==> src/rtl/core/hfc_pkg.sv <==
// Shared constants, types and the CRC byte step for the frame check and convert block.
`default_nettype none

package hfc_pkg;

  localparam int unsigned BYTE_W  = 8;
  localparam int unsigned PROD_W  = 24;
  localparam int unsigned QUOT_W  = 8;
  localparam int unsigned HUM_W   = 7;
  localparam int unsigned TEMP_W  = 9;

  localparam logic [BYTE_W-1:0] CRC_POLY    = 8'h31;
  localparam logic [BYTE_W-1:0] CRC_INIT    = 8'hFF;
  localparam logic [BYTE_W-1:0] HUM_SCALE   = 8'd100;
  localparam logic [BYTE_W-1:0] TEMP_SCALE  = 8'd175;
  localparam logic [15:0]       FULL_SCALE  = 16'hFFFF;
  localparam logic [QUOT_W-1:0] TEMP_OFFSET = 8'd45;

  // Stage enables handed from the control in the top level to each lane.
  typedef struct packed {
    logic en_a;
    logic en_b;
  } lane_ctrl_t;

  // What one lane found: check result, floor quotient and whether a remainder is left.
  typedef struct packed {
    logic              ok;
    logic [QUOT_W-1:0] quot;
    logic              rem_nz;
  } lane_res_t;

  // One byte through the CRC register, most significant bit first.
  function automatic logic [BYTE_W-1:0] crc_byte(input logic [BYTE_W-1:0] v);
    logic [BYTE_W-1:0] c;
    c = v;
    for (int b = 0; b < BYTE_W; b++) begin
      if (c[BYTE_W-1]) begin
        c = {c[BYTE_W-2:0], 1'b0} ^ CRC_POLY;
      end else begin
        c = {c[BYTE_W-2:0], 1'b0};
      end
    end
    return c;
  endfunction

endpackage

`default_nettype wire

==> src/rtl/core/hfc_in_if.sv <==
// Request channel carrying one six-byte sensor reply frame.
`default_nettype none

interface hfc_in_if;
  logic       valid;
  logic       ready;
  logic [7:0] hum_msb;
  logic [7:0] hum_lsb;
  logic [7:0] hum_check;
  logic [7:0] temp_msb;
  logic [7:0] temp_lsb;
  logic [7:0] temp_check;

  modport source (
    output valid, hum_msb, hum_lsb, hum_check, temp_msb, temp_lsb, temp_check,
    input  ready
  );
  modport sink (
    input  valid, hum_msb, hum_lsb, hum_check, temp_msb, temp_lsb, temp_check,
    output ready
  );
endinterface

`default_nettype wire

==> src/rtl/core/hfc_out_if.sv <==
// Result channel carrying converted humidity and temperature with their check flags.
`default_nettype none

interface hfc_out_if;
  logic              valid;
  logic              ready;
  logic [6:0]        humidity_percent;
  logic              humidity_ok;
  logic signed [8:0] temperature_c;
  logic              temperature_ok;

  modport source (
    output valid, humidity_percent, humidity_ok, temperature_c, temperature_ok,
    input  ready
  );
  modport sink (
    input  valid, humidity_percent, humidity_ok, temperature_c, temperature_ok,
    output ready
  );
endinterface

`default_nettype wire

==> src/rtl/core/humidity_temp_frame_check_convert_core.sv <==
// Top level: two checking lanes, the merging stage and the pipeline control.
//
//   channel  direction  contents
//   in_i     request    hum_msb, hum_lsb, hum_check, temp_msb, temp_lsb, temp_check
//   out_o    result     humidity_percent, humidity_ok, temperature_c, temperature_ok
//
// A request is accepted every cycle unless the output stalls; its result passes through
// the two lane stages (one CRC byte each, product then division)
// and the output register of the merging stage.
// Reset clears only the stage valid bits; payload registers are not reset.
// A stalled result holds the output register, and the earlier stages keep filling
// until all three are occupied.
`default_nettype none

module humidity_temp_frame_check_convert_core (
  input  wire logic clk_i,
  input  wire logic rst_ni,
  hfc_in_if.sink    in_i,
  hfc_out_if.source out_o
);
  import hfc_pkg::*;

  logic       a_v_q, a_v_d;
  logic       b_v_q, b_v_d;
  logic       o_v_q, o_v_d;
  logic       en_a, en_b, en_o;
  lane_ctrl_t ctrl;
  lane_res_t  hum_res, temp_res;

  always_comb begin
    en_o = !o_v_q || out_o.ready;
    en_b = !b_v_q || en_o;
    en_a = !a_v_q || en_b;
    ctrl.en_a = en_a;
    ctrl.en_b = en_b;
    a_v_d = en_a ? in_i.valid : a_v_q;
    b_v_d = en_b ? a_v_q : b_v_q;
    o_v_d = en_o ? b_v_q : o_v_q;
  end

  always_ff @(posedge clk_i or negedge rst_ni) begin
    if (!rst_ni) begin
      a_v_q <= 1'b0;
      b_v_q <= 1'b0;
      o_v_q <= 1'b0;
    end else begin
      a_v_q <= a_v_d;
      b_v_q <= b_v_d;
      o_v_q <= o_v_d;
    end
  end

  assign in_i.ready  = en_a;
  assign out_o.valid = o_v_q;

  hfc_lane u_hum_lane (
    .clk_i   (clk_i),
    .ctrl_i  (ctrl),
    .msb_i   (in_i.hum_msb),
    .lsb_i   (in_i.hum_lsb),
    .check_i (in_i.hum_check),
    .scale_i (HUM_SCALE),
    .res_o   (hum_res)
  );

  hfc_lane u_temp_lane (
    .clk_i   (clk_i),
    .ctrl_i  (ctrl),
    .msb_i   (in_i.temp_msb),
    .lsb_i   (in_i.temp_lsb),
    .check_i (in_i.temp_check),
    .scale_i (TEMP_SCALE),
    .res_o   (temp_res)
  );

  hfc_merge u_merge (
    .clk_i              (clk_i),
    .en_i               (en_o),
    .hum_i              (hum_res),
    .temp_i             (temp_res),
    .humidity_percent_o (out_o.humidity_percent),
    .humidity_ok_o      (out_o.humidity_ok),
    .temperature_c_o    (out_o.temperature_c),
    .temperature_ok_o   (out_o.temperature_ok)
  );

`ifndef SYNTHESIS
  a_hum_fail_zero: assert property (@(posedge clk_i) disable iff (!rst_ni)
    out_o.valid && !out_o.humidity_ok |-> out_o.humidity_percent == 7'd0)
    else $error("humidity not zero on failed check");

  a_temp_fail_zero: assert property (@(posedge clk_i) disable iff (!rst_ni)
    out_o.valid && !out_o.temperature_ok |-> out_o.temperature_c == 9'sd0)
    else $error("temperature not zero on failed check");

  a_hum_range: assert property (@(posedge clk_i) disable iff (!rst_ni)
    out_o.valid |-> out_o.humidity_percent <= 7'd100)
    else $error("humidity above full scale");

  a_temp_range: assert property (@(posedge clk_i) disable iff (!rst_ni)
    out_o.valid |-> (out_o.temperature_c >= -9'sd45) && (out_o.temperature_c <= 9'sd130))
    else $error("temperature out of range");

  a_stage_b_hold: assert property (@(posedge clk_i) disable iff (!rst_ni)
    b_v_q && o_v_q && !out_o.ready |=> b_v_q && a_v_q == $past(a_v_q || in_i.valid))
    else $error("stage B lost a request while stalled");
`endif

endmodule

`default_nettype wire

==> src/rtl/core/hfc_lane.sv <==
// One lane: CRC check of a 16-bit word and scaled division by full scale, two stages.
`default_nettype none

module hfc_lane (
  input  wire logic                      clk_i,
  input  wire hfc_pkg::lane_ctrl_t       ctrl_i,
  input  wire logic [7:0]                msb_i,
  input  wire logic [7:0]                lsb_i,
  input  wire logic [7:0]                check_i,
  input  wire logic [7:0]                scale_i,
  output hfc_pkg::lane_res_t             res_o
);
  import hfc_pkg::*;

  logic [BYTE_W-1:0] crc1_q, crc1_d;
  logic [BYTE_W-1:0] lsb_q;
  logic [BYTE_W-1:0] check_q;
  logic [PROD_W-1:0] prod_q, prod_d;
  lane_res_t         res_q, res_d;

  logic [BYTE_W-1:0] crc2;
  logic [QUOT_W-1:0] q0;
  logic [16:0]       r0;
  logic [16:0]       r1;
  logic              carry;

  // Stage A: first CRC byte and the scaling product.
  always_comb begin
    crc1_d = crc_byte(CRC_INIT ^ msb_i);
    prod_d = PROD_W'({msb_i, lsb_i}) * PROD_W'(scale_i);
  end

  always_ff @(posedge clk_i) begin
    if (ctrl_i.en_a) begin
      crc1_q  <= crc1_d;
      lsb_q   <= lsb_i;
      check_q <= check_i;
      prod_q  <= prod_d;
    end
  end

  // Stage B: second CRC byte, and division by 2^16-1 as a shift plus one correction.
  always_comb begin
    crc2  = crc_byte(crc1_q ^ lsb_q);
    q0    = prod_q[PROD_W-1:16];
    r0    = {1'b0, prod_q[15:0]} + 17'(q0);
    carry = (r0 >= {1'b0, FULL_SCALE});
    r1    = carry ? (r0 - {1'b0, FULL_SCALE}) : r0;
    res_d.ok     = (crc2 == check_q);
    res_d.quot   = carry ? (q0 + QUOT_W'(1)) : q0;
    res_d.rem_nz = (r1[15:0] != 16'd0);
  end

  always_ff @(posedge clk_i) begin
    if (ctrl_i.en_b) begin
      res_q <= res_d;
    end
  end

  assign res_o = res_q;

endmodule

`default_nettype wire

==> src/rtl/core/hfc_merge.sv <==
// Merging stage: turns both lane results into the output fields and registers them.
`default_nettype none

module hfc_merge (
  input  wire logic                clk_i,
  input  wire logic                en_i,
  input  wire hfc_pkg::lane_res_t  hum_i,
  input  wire hfc_pkg::lane_res_t  temp_i,
  output logic [6:0]               humidity_percent_o,
  output logic                     humidity_ok_o,
  output logic signed [8:0]        temperature_c_o,
  output logic                     temperature_ok_o
);
  import hfc_pkg::*;

  logic [HUM_W-1:0]  hum_d, hum_q;
  logic [TEMP_W-1:0] temp_d, temp_q;
  logic              hum_ok_q, temp_ok_q;
  logic              round_up;

  // Below the offset the difference is negative, so truncation toward zero takes the ceiling.
  always_comb begin
    round_up = (temp_i.quot < TEMP_OFFSET) && temp_i.rem_nz;
    hum_d    = hum_i.ok ? hum_i.quot[HUM_W-1:0] : '0;
    if (temp_i.ok) begin
      temp_d = TEMP_W'(temp_i.quot) + TEMP_W'(round_up) - TEMP_W'(TEMP_OFFSET);
    end else begin
      temp_d = '0;
    end
  end

  always_ff @(posedge clk_i) begin
    if (en_i) begin
      hum_q     <= hum_d;
      hum_ok_q  <= hum_i.ok;
      temp_q    <= temp_d;
      temp_ok_q <= temp_i.ok;
    end
  end

  assign humidity_percent_o = hum_q;
  assign humidity_ok_o      = hum_ok_q;
  assign temperature_c_o    = $signed(temp_q);
  assign temperature_ok_o   = temp_ok_q;

endmodule

`default_nettype wire
==> src/flat_wrapper.sv <==
// flat-port wrapper written by rule: the top's interface ports become plain ports
module humidity_temp_frame_check_convert_core_flat import hfc_pkg::*;
  (clk_i, rst_ni, in_i_valid, in_i_hum_msb, in_i_hum_lsb, in_i_hum_check, in_i_temp_msb, in_i_temp_lsb, in_i_temp_check, in_i_ready, out_o_valid, out_o_humidity_percent, out_o_humidity_ok, out_o_temperature_c, out_o_temperature_ok, out_o_ready);
  hfc_in_if in_i_i ();
  hfc_out_if out_o_i ();
  input  wire logic clk_i;
  input  wire logic rst_ni;
  input wire logic [$bits(in_i_i.valid)-1:0] in_i_valid;
  input wire logic [$bits(in_i_i.hum_msb)-1:0] in_i_hum_msb;
  input wire logic [$bits(in_i_i.hum_lsb)-1:0] in_i_hum_lsb;
  input wire logic [$bits(in_i_i.hum_check)-1:0] in_i_hum_check;
  input wire logic [$bits(in_i_i.temp_msb)-1:0] in_i_temp_msb;
  input wire logic [$bits(in_i_i.temp_lsb)-1:0] in_i_temp_lsb;
  input wire logic [$bits(in_i_i.temp_check)-1:0] in_i_temp_check;
  output wire logic [$bits(in_i_i.ready)-1:0] in_i_ready;
  output wire logic [$bits(out_o_i.valid)-1:0] out_o_valid;
  output wire logic [$bits(out_o_i.humidity_percent)-1:0] out_o_humidity_percent;
  output wire logic [$bits(out_o_i.humidity_ok)-1:0] out_o_humidity_ok;
  output wire logic [$bits(out_o_i.temperature_c)-1:0] out_o_temperature_c;
  output wire logic [$bits(out_o_i.temperature_ok)-1:0] out_o_temperature_ok;
  input wire logic [$bits(out_o_i.ready)-1:0] out_o_ready;
  assign in_i_i.valid = in_i_valid;
  assign in_i_i.hum_msb = in_i_hum_msb;
  assign in_i_i.hum_lsb = in_i_hum_lsb;
  assign in_i_i.hum_check = in_i_hum_check;
  assign in_i_i.temp_msb = in_i_temp_msb;
  assign in_i_i.temp_lsb = in_i_temp_lsb;
  assign in_i_i.temp_check = in_i_temp_check;
  assign in_i_ready = in_i_i.ready;
  assign out_o_valid = out_o_i.valid;
  assign out_o_humidity_percent = out_o_i.humidity_percent;
  assign out_o_humidity_ok = out_o_i.humidity_ok;
  assign out_o_temperature_c = out_o_i.temperature_c;
  assign out_o_temperature_ok = out_o_i.temperature_ok;
  assign out_o_i.ready = out_o_ready;
  humidity_temp_frame_check_convert_core u_core (.clk_i(clk_i), .rst_ni(rst_ni), .in_i(in_i_i), .out_o(out_o_i));
endmodule
==> config.mk <==
export PLATFORM = sky130hd
export DESIGN_NAME = humidity_temp_frame_check_convert_core_flat
export DESIGN_NICKNAME = d
export VERILOG_FILES = /design/src/rtl/core/hfc_pkg.sv /design/src/rtl/core/hfc_in_if.sv /design/src/rtl/core/hfc_out_if.sv /design/src/rtl/core/humidity_temp_frame_check_convert_core.sv /design/src/rtl/core/hfc_lane.sv /design/src/rtl/core/hfc_merge.sv /design/src/flat_wrapper.sv
export SDC_FILE = /design/constraint.sdc
export NUM_CORES = 1
export LEC_CHECK = 0
export ABC_AREA = 1
export BUFFER_PORTS_ARGS = -buffer_cell sky130_fd_sc_hd__buf_2
export CAP_MARGIN = 20
export CORE_ASPECT_RATIO = 1.25
export CORE_MARGIN = 2
export CORE_UTILIZATION = 30
export DETAILED_ROUTE_END_ITERATION = 10
export PLACE_DENSITY_LB_ADDON = 0.12
export SYNTH_ARGS = -nofsm -noshare
export SYNTH_HDL_FRONTEND = slang
export SYNTH_HIERARCHICAL = 1
export SYNTH_SLANG_ARGS = --single-unit
==> constraint.sdc <==
create_clock -name clk_i -period 4.15 [get_ports clk_i]
set_input_delay 0.2075 -clock clk_i [delete_from_list [all_inputs] [get_ports clk_i]]
set_output_delay 0.2075 -clock clk_i [all_outputs]
set_load 0.02 [all_outputs]
==> reports/metrics.cfg, run 1 <==
[timing]
final_max_slew_viol_count = 0
fmax_ghz = 0.2556
setup_slack_ns = 0.2381
tightest_slew_ns = 1.081
finalSetupViolCount = 0
hold_viol = 0
setup_tns_ns = 0
holdWs_ns = 0.09804
rsz0062_at_grt = no
timing.final.crit_share = 0.9426
fin_crit_ns = 3.912
skew_ns = 0.01150
slew_headroom = 0.2748

[pwr]
swShare = 0.4569
seqPwrFrac = 0.216
finalPower_mw = 11.67
p_int_mw = 6.340
comb_power_share = 0.658
clkPwrFrac = 0.126
peakVddDrop_mv = 0.3153
power_density_mw_per_mm2 = 621.8
power.leakage_nw = 10.72
p_sw_mw = 5.333

[global_routing]
grt_max_degree = 52
grt_pass1_wl_um = 64920
antenna_found_initial = 0
gr-usage-all-layers = 0.1470
globalRouteOverflowTotal = 0
grt_pass1_vias = 13094

[placement]
pre_cts_ws_ns = -0.3133
placed_cell_area_mm2 = 0.01798
dpl.hpwl_um = 31880
gp_congestion = 0.8470
portBuffers = 71

[outcome]
status = completed

[cts]
clk_latency_ns = 0.45
cts_max_path_buffers = 2
numCtsBuffers = 17
clockRootBuffer = clkbuf_16
cts_tree = built
htreeDepth = 4
numClockSinks = 135
clkTransAtPathRegs_ns = 0.07

[detailed_routing]
wl_um = 38500
first_pass_iters = 7
drt_iter0_drc = 371
via_count = 12091
drcViolationCount = 0
viasPerCell = 4.245
ant_nets = 0
routedWlPerCell_um = 13.52

[critical_path]
end_kind = flop
worst_ep_arrival_time_ns = 4.10
cp_num_cells = 17
rr_startpoint = u_core/u_temp_lane/prod_q[16]
critical-path-top-delay-family = adder cells
worst_path_most_repeated_cell = fa_1
cp_max_fo = 5
ff2ff_path_depth = 18
cp-start-kind = primary input
crit_required_ns = 4.34
crit_type = in -> reg
crit_start = in_i_hum_lsb[3]
crit_slowest_cell = fa_1
crit_end = u_core/u_hum_lane/prod_q[22]
cp_cell_sequence = buf_2 -> nand2_1 -> inv_1 -> fa_1 -> fa_1 -> fa_1 -> inv_1 -> fa_1 -> inv_1 -> ha_1 -> a21oi_1 -> o21ai_0 -> nand2_1 -> o2111ai_1 -> a31oi_1 -> o21ai_0 -> xor2_1
slowest_delay_ns = 0.55
ff2ff_setup_slack_ns = 0.66
cp_num_buf_inv = 4
reg2reg_to = u_core/u_temp_lane/res_o[0]

[cells_and_area]
seq_area_mm2 = 0.004039
syn2layout_area_growth_pct = 16.77
diodes = 0
drive_gt1_frac = 0.1379
final_cell_area_mm2 = 0.01877
nets = 2496
multiInputGateArea_mm2 = 0.009894
nFillCells = 5503

[synthesis]
syn_area_mm2 = 0.01608
postSynthCellCount = 1995
yosys_warnings = 6
syn_area_per_cell_um2 = 8.058

[job]
drv_cap = 0

[floorplanning]
std_cell_rows = 94
dieArea_mm2 = 0.05547
die_h_um = 262.8
die_w_um = 211.1
floorplan.initialDensity = 0.3044
ios = 72
core_mm2 = 0.05281

[hold_path]
hp-class = in -> async

how the worst min path moves through the flow:
stage	to	slack (ns)	cells past startpoint
CTS	u_core/a_v_q	0.07	2
global placement	u_core/a_v_q	0.005	1
floorplan	u_core/a_v_q	-0.09	0
detailed placement	u_core/a_v_q	0.008	1
finish	u_core/b_v_q	0.1	2
global route	u_core/u_hum_lane/lsb_q[4]	0.09	2
layout make-up:
type | instances | share of cell area
Multi-Input combinational cell | 1268 | 0.5271
Sequential cell | 135 | 0.2151
Inverter | 539 | 0.1078
Timing Repair Buffer | 202 | 0.07531
Tap cell | 672 | 0.04479
Clock buffer | 17 | 0.02266
Clock inverter | 15 | 0.007198
timing repair:
item | CTS | global route
resized for setup | 0 | 2
endpoints found under the setup margin | 0 | 5
endpoints found under the hold margin | 22 | 0
buffers inserted | 0 | 0
hold buffers | 20 | 0
metrics by stage:
stage | utilization | instances
after floorplan | - | 2009
after global placement | 0.3405 | 2795
after detailed placement | 0.3405 | 2795
after CTS | 0.3549 | 2847
after global routing | 0.3555 | 2848
final | 0.3555 | 2848
cell usage in the layout, fill, tap and decap left out, drive strengths merged:
master	instances
ha	111
o2111ai	3
dlygate4sd3	20
a21boi	2
and3	1
nor4	1
nor3b	1
a221oi	1
or3	1
nor2	92
a31oi	4
conb	16
buf	182
o211ai	1
nand3b	8
a21o	6
nand4	18
dfrtp	3
o2bb2ai	1
o31ai	2
nor3	6
clkinv	4
xnor2	62
nand2	529
edfxtp	132
nand3	82
inv	546
xor2	59
or2	6
fa	170
clkbuf	17
mux2	3
o21a	3
a21oi	49
mux2i	2
o21ai	19
o21bai	4
a211oi	5
clkinvlp	4
routing by layer:
metal	track usage	vias to the layer above	share of wire
met5	0	-	0
met4	0.04168	0	0.017
met3	0.02294	30	0.026
met2	0.2589	129	0.49
met1	0.1847	5685	0.47
li1	-	6247	-
power by group through the flow:
stage | clock network, mW | logic (mW) | registers [mW]
3_5_place_dp | 0 | 7.68 | 2.57
4_1_cts | 1.53 | 7.74 | 2.54
2_1_floorplan | 0 | 5.45 | 2.47
3_3_place_gp | 0 | 7.66 | 2.56
6_report | 1.47 | 7.68 | 2.53
5_1_grt | 1.59 | 8.90 | 2.58
sequential cells by signal, summed over array words and instances (netlist names), 9 cells and up:
| signal | cells |
|---|---|
| u_core/u_hum_lane/prod_q | 24 |
| u_core/u_temp_lane/prod_q | 24 |
| u_core/u_temp_lane/res_o | 10 |
| u_core/u_merge/temperature_c_o | 9 |
(Power assumes the default switching activity.)
==> run 2: changes to the inputs <==
==> constraint.sdc (replaced) <==
create_clock -name clk_i -period 4.15 [get_ports clk_i]
set_input_delay 0.2075 -clock clk_i [delete_from_list [all_inputs] [get_ports clk_i]]
set_output_delay 0.2075 -clock clk_i [all_outputs]
set_load 0.005 [all_outputs]
==> run 2 against run 1 <==
Flip-flop and latch count did not move; highest routed layer unchanged; maximum frequency down 1.7%; critical path type unchanged; via count down 0.38%; non-clock buffer count up 1; final area increased by 0.19%.
==> reports/metrics.cfg, run 2 (synthesized netlist as in run 1, its figures left out) <==
[hold_path]
hp-class = in -> async

[global_routing]
gr-usage-all-layers = 0.1457  ; -0.001308
antenna_found_initial = 1  ; +1
met3_usage = 0.02115  ; -0.001793
grt_busiest_layer = met2
grt.met2_usage = 0.2546  ; -0.004267
globalRouteOverflowTotal = 0  ; unchanged
met1_usage = 0.1841  ; -0.0005794
grt_pass1_wl_um = 64560  ; -0.55%
grt_max_degree = 51  ; -1.9%
grt_pass1_vias = 13062  ; -0.24%

[cts]
clk_latency_ns = 0.44  ; about the same
numCtsBuffers = 17  ; unchanged
clkTransAtPathRegs_ns = 0.07  ; about the same
post_cts_buffers = 0  ; unchanged
htreeDepth = 4  ; unchanged
numClockSinks = 135  ; unchanged
cts_tree = built
clockRootBuffer = clkbuf_16
cts_max_path_buffers = 2  ; unchanged

[pwr]
peakVddDrop_mv = 0.2961  ; -6.1%
power_density_mw_per_mm2 = 622.4  ; about the same
finalPower_mw = 11.71  ; +0.29%
power.leakage_nw = 10.75  ; +0.26%

[placement]
pre_cts_ws_ns = -0.3006  ; +0.01271 ns
dpl.hpwl_um = 31740  ; -0.43%
placed_cell_area_mm2 = 0.01801  ; +0.17%
portBuffers = 71  ; unchanged
gp_congestion = 0.8372  ; -1.2%

[timing]
fin_crit_ns = 3.979  ; +0.06663 ns
finalSetupViolCount = 0  ; unchanged
fmax_ghz = 0.2513  ; -1.7%
tightest_slew_ns = 0.9998  ; -0.08141 ns
skew_ns = 0.01083  ; -0.0006667 ns
setup_slack_ns = 0.1714  ; -0.06663 ns
rsz0062_at_grt = no
final_max_slew_viol_count = 0  ; unchanged
hold_viol = 0  ; unchanged
timing.final.crit_share = 0.9587  ; +0.01606
holdWs_ns = 0.08724  ; -0.01080 ns
slew_headroom = 0.3294  ; +0.05460

[critical_path]
end_kind = flop
crit_slowest_cell = fa_1
cp-start-kind = primary input
worst_path_most_repeated_cell = fa_1
slowest_delay_ns = 0.55  ; about the same
cp_max_fo = 4  ; -1
crit_required_ns = 4.34  ; about the same
cp_cell_sequence = buf_2 -> nand2_1 -> inv_1 -> fa_1 -> fa_1 -> fa_1 -> inv_1 -> fa_1 -> inv_1 -> ha_1 -> a21oi_1 -> o21ai_0 -> nand2_1 -> o2111ai_1 -> a31oi_1 -> o21ai_0 -> xor2_1
crit_type = in -> reg
worst_ep_arrival_time_ns = 4.17  ; +0.07 ns

[cells_and_area]
nets = 2497  ; +0.040%
final_cell_mix = inv_1, nand2_1, fa_1
final_cell_area_mm2 = 0.01881  ; +0.19%
multiInputGateArea_mm2 = 0.009902  ; about the same
nFillCells = 5482  ; -0.38%
diodes = 0  ; unchanged
seq_area_mm2 = 0.004039  ; unchanged
layout_commonest_cell = inv_1
syn2layout_area_growth_pct = 17.00
drive_gt1_frac = 0.1401  ; +0.002233
utilization = 0.3562  ; +0.0006880

[detailed_routing]
wl_um = 37940  ; -1.5%
drt_iter0_drc = 409  ; +10%
ant_nets = 0  ; unchanged
routedWlPerCell_um = 13.32  ; -1.5%
first_pass_iters = 5  ; -2
viasPerCell = 4.228  ; -0.42%
drcViolationCount = 0  ; unchanged
via_count = 12045  ; -0.38%

[floorplanning]
dieArea_mm2 = 0.05547  ; unchanged
std_cell_rows = 94  ; unchanged
die_h_um = 262.8  ; unchanged
core_mm2 = 0.05281  ; unchanged
ios = 72  ; unchanged
floorplan.initialDensity = 0.3044  ; unchanged
die_w_um = 211.1  ; unchanged

[job]
drv_cap = 0  ; unchanged

[outcome]
status = completed

## run 2: what timing repair did
action,4_1_cts,5_1_grt
setup endpoints to repair,0,6
gates resized for setup,0,4
hold buffers,18,0
endpoints found under the hold margin,20,0
## run 2: layer usage
metal	vias to the layer above	wire (µm)
li1	6252	-
met1	5597	17630
met2	157	18470
met3	39	1091
met4	0	750
met5	-	0
## run 2: final timing paths
check / from / endpoint / slack, ns / cells past startpoint
worst max-delay path: in_i_hum_lsb[3] / u_core/u_hum_lane/prod_q[20] / 0.17 / 17
worst min-delay path: rst_ni / u_core/b_v_q / 0.09 / 2
worst max register to register: u_core/u_temp_lane/prod_q[16] / u_core/u_temp_lane/res_o[0] / 0.66 / 18
worst min register to register: u_core/u_hum_lane/res_o[6] / u_core/u_merge/humidity_percent_o[5] / 0.51 / 2
max in group asynchronous: rst_ni / u_core/a_v_q / 3.96 / 2
min in group clk_i: in_i_hum_lsb[5] / u_core/u_hum_lane/lsb_q[5] / 0.09 / 2
## run 2: cell type report
type                    instances  area share
clock inverters                15    0.009246
clock buffers                  17     0.02262
inverters                     539      0.1076
repair buffers                203     0.07464
well taps                     672     0.04470
multi-input cells            1268      0.5264
flip-flops and latches        135      0.2147
## run 2: critical path, delay by kind of cell
family / cells / cell delay (ns)
adder cells (fa/ha/maj): 5 / 2.43
AO/OA/AOI/OAI: 5 / 0.96
buffers and inverters: 4 / 0.27
XOR/XNOR: 1 / 0.16
AND/OR/NAND/NOR: 2 / 0.13
## run 2: where the power goes
| group | internal, mW | switching, mW |
|---|---|---|
| Clock | 0.859 | 0.690 |
| Sequential | 2.19 | 0.331 |
| Combinational | 3.36 | 4.28 |
## run 2: per-stage QoR
step | TNS, ns | std cells
after floorplan | -0.04898 | 2009
after global placement | -3.522 | 2799
after detailed placement | -3.837 | 2799
after CTS | 0 | 2849
after global routing | 0 | 2849
final | 0 | 2849
==> run 3: changes to the inputs <==
--- a/config.mk
+++ b/config.mk
@@ -6,12 +6,12 @@
 export NUM_CORES = 1
 export LEC_CHECK = 0
 export ABC_AREA = 1
-export BUFFER_PORTS_ARGS = -buffer_cell sky130_fd_sc_hd__buf_2
 export CAP_MARGIN = 20
 export CORE_ASPECT_RATIO = 1.25
 export CORE_MARGIN = 2
 export CORE_UTILIZATION = 30
 export DETAILED_ROUTE_END_ITERATION = 10
+export DONT_BUFFER_PORTS = 1
 export PLACE_DENSITY_LB_ADDON = 0.12
 export SYNTH_ARGS = -nofsm -noshare
 export SYNTH_HDL_FRONTEND = slang
==> constraint.sdc (replaced) <==
create_clock -name clk_i -period 4.58 [get_ports clk_i]
set_input_delay 0.229 -clock clk_i [delete_from_list [all_inputs] [get_ports clk_i]]
set_output_delay 0.229 -clock clk_i [all_outputs]
set_load 0.005 [all_outputs]
==> run 3 against run 2 <==
Sequential power shrank 8%; total power fell by 16%; setup slack better by 0.37 ns; final area is 5.6% lower; die area unchanged; register-to-register slack better by 0.37 ns; count of clock-buffer cells in the layout up 1; largest power group unchanged; utilization is 2.0 points lower; global-route usage increased by 0.59 points; critical endpoint is now u_core/u_temp_lane/prod_q[21]; clock power is 12% lower; combinational power is 20% lower; final cell count shrank 5.5%.
==> reports/metrics.cfg, run 3 (synthesized netlist as in run 1, its figures left out) <==
[outcome]
status = completed

[timing]
tightest_slew_ns = 0.8574  ; -0.1424 ns
fin_crit_ns = 4.039
rsz0062_at_grt = no
fmax_ghz = 0.2476
skew_ns = 0.01024  ; -0.0005913 ns
final_max_slew_viol_count = 0  ; unchanged
setup_tns_ns = 0  ; unchanged
finalSetupViolCount = 0  ; unchanged
slew_headroom = 0.4268  ; +0.09739
hold_viol = 0  ; unchanged
timing.final.crit_share = 0.8818

[critical_path]
worst_ep_arrival_time_ns = 4.22  ; +0.05 ns
crit_required_ns = 4.76  ; +0.42 ns
ff2ff_setup_slack_ns = 1.03  ; +0.37 ns
crit_slowest_cell = fa_1
crit_type = in -> reg
cp_max_fo = 8  ; +4
cp_cell_sequence = nand2_1 -> fa_1 -> fa_1 -> inv_1 -> fa_1 -> inv_1 -> fa_1 -> inv_1 -> ha_1 -> nand2_1 -> o21ai_0 -> nor2_1 -> o21a_1 -> o21ai_1 -> a21boi_1 -> o21bai_1 -> a21oi_1 -> xor2_1
end_kind = flop
slowest_delay_ns = 0.54  ; about the same
worst_path_most_repeated_cell = fa_1
cp-start-kind = primary input

[cts]
numClockSinks = 135  ; unchanged
post_cts_buffers = 0  ; unchanged
cts_max_path_buffers = 2  ; unchanged
htreeDepth = 4  ; unchanged
numCtsBuffers = 17  ; unchanged
cts_tree = built
clk_latency_ns = 0.44  ; about the same
clockRootBuffer = clkbuf_16
clkTransAtPathRegs_ns = 0.06  ; about the same

[cells_and_area]
syn2layout_area_growth_pct = 10.44
final_cell_mix = inv_1, nand2_1, fa_1
layout_commonest_cell = inv_1
nFillCells = 5515  ; +0.60%
nets = 2341  ; -6.2%
diodes = 0  ; unchanged
drive_gt1_frac = 0.05146  ; -0.08864
final_cell_area_mm2 = 0.01775  ; -5.6%
instances_no_fill = 2693  ; -5.5%

[pwr]
power_density_mw_per_mm2 = 552.4  ; -11%
comb_power_share = 0.623  ; -0.029
p_sw_mw = 4.649  ; -12%
swShare = 0.4740  ; +0.02149
power.leakage_nw = 10.01  ; -6.9%
peakVddDrop_mv = 0.2475  ; -16%
clkPwrFrac = 0.140  ; +0.008
seqPwrFrac = 0.237  ; +0.022
p_int_mw = 5.159  ; -19%

[detailed_routing]
viasPerCell = 4.332  ; +2.5%
first_pass_iters = 5  ; unchanged
drt_iter0_drc = 484  ; +18%
routedWlPerCell_um = 14.81  ; +11%
drcViolationCount = 0  ; unchanged
ant_nets = 0  ; unchanged
wl_um = 39880  ; +5.1%
via_count = 11666  ; -3.1%

[placement]
portBuffers = 0  ; -100%
dpl.hpwl_um = 32080  ; +1.1%
placed_cell_area_mm2 = 0.01674  ; -7.1%
placedCellCount = 2619  ; -6.4%
gp_congestion = 0.8089  ; -3.4%

[global_routing]
antenna_found_initial = 1  ; unchanged
grt_pass1_vias = 12440  ; -4.8%
grt_pass1_wl_um = 66170  ; +2.5%
grt_max_degree = 53  ; +3.9%
globalRouteOverflowTotal = 0  ; unchanged
gr-usage-all-layers = 0.1516  ; +0.005942

[floorplanning]
die_w_um = 211.1  ; unchanged
dieArea_mm2 = 0.05547  ; unchanged
core_mm2 = 0.05281  ; unchanged
std_cell_rows = 94  ; unchanged
ios = 72  ; unchanged
floorplan.initialDensity = 0.3044  ; unchanged
die_h_um = 262.8  ; unchanged

[job]
drv_cap = 0  ; unchanged

[hold_path]
hp-class = in -> reg

[run 3: cell types whose count changed in the layout (fill, tap and decap cells not counted), moves of 4 or more]
| cell | change |
|---|---|
| a21oi_1 | +4 |
| a21oi_2 | -4 |
| buf_2 | -71 |
| buf_4 | -108 |
| clkinvlp_4 | +4 |
| dlygate4sd3_1 | +23 |
| ha_1 | +4 |
| ha_4 | -4 |
| inv_6 | -4 |
| o21ai_2 | -4 |
[run 3: final timing paths]
check                                         startpoint                                   end  cells past startpoint
setup / recovery                        in_i_temp_lsb[0]         u_core/u_temp_lane/prod_q[21]                     18
hold / removal                          in_i_temp_msb[0]          u_core/u_temp_lane/crc1_q[4]                      1
setup reg to reg           u_core/u_temp_lane/prod_q[16]           u_core/u_temp_lane/res_o[7]                     18
hold reg to reg               u_core/u_hum_lane/res_o[1]  u_core/u_merge/humidity_percent_o[0]                      2
max in group asynchronous                         rst_ni                          u_core/b_v_q                      1
min in group asynchronous                         rst_ni                    u_core/out_o.valid                      1
[run 3: worst max-delay path, delay by kind of cell]
| kind | cells | cell delay (ns) |
|---|---|---|
| adders and majority gates | 5 | 2.44 |
| AOI/OAI and AO/OA | 6 | 1.01 |
| and+or+nand+nor | 3 | 0.24 |
| xor gates and xnor gates | 1 | 0.15 |
| buffers and inverters | 3 | 0.14 |
[run 3: layer usage]
metal / up-vias / part of all wire / track usage / wire length (µm)
met5: - / 0.00030 / 0 / 12
met1: 5530 / 0.49 / 0.2053 / 19420
met2: 153 / 0.46 / 0.2504 / 18500
met4: 2 / 0.021 / 0.04625 / 830
met3: 43 / 0.028 / 0.02055 / 1114
li1: 5938 / - / - / -
[run 3: timing repair]
item | CTS | global route
hold endpoints to repair | 43 | 0
hold buffers | 41 | 0
endpoints found under the setup margin | 0 | 0
resized for setup | 0 | 0
[run 3: cell type report]
class / count / area [µm²] / share of cell area
multi-input combinational: 1268 / 9796 / 0.5517
inverter: 539 / 2024 / 0.1140
clock inverter: 14 / 150.1 / 0.008457
tap: 672 / 840.8 / 0.04736
clock buffer: 18 / 429.2 / 0.02417
sequential: 135 / 4039 / 0.2275
timing repair buffer: 47 / 475.5 / 0.02678
[run 3: metrics by stage]
step | hold slack (ns) | setup slack (ns) | utilization | power [mW]
global route | 0.02887 | 0.2421 | 0.3362 | 10.96
global placement | -0.06644 | 0.06032 | 0.3169 | 8.405
CTS | 0.01165 | 0.5244 | 0.3357 | 9.892
floorplan | -0.06659 | 0.06615 | - | 7.000
finish | 0.03791 | 0.5412 | 0.3362 | 9.808
detailed placement | -0.06646 | 0.05007 | 0.3169 | 8.430
[run 3: power by group through the flow]
| stage | sequential, mW | combinational, mW | clock (mW) |
|---|---|---|---|
| 4_1_cts | 2.34 | 6.13 | 1.42 |
| 3_5_place_dp | 2.37 | 6.06 | 0 |
| 2_1_floorplan | 2.20 | 4.80 | 0 |
| 5_1_grt | 2.38 | 7.11 | 1.46 |
| 3_3_place_gp | 2.37 | 6.04 | 0 |
| 6_report | 2.33 | 6.11 | 1.37 |
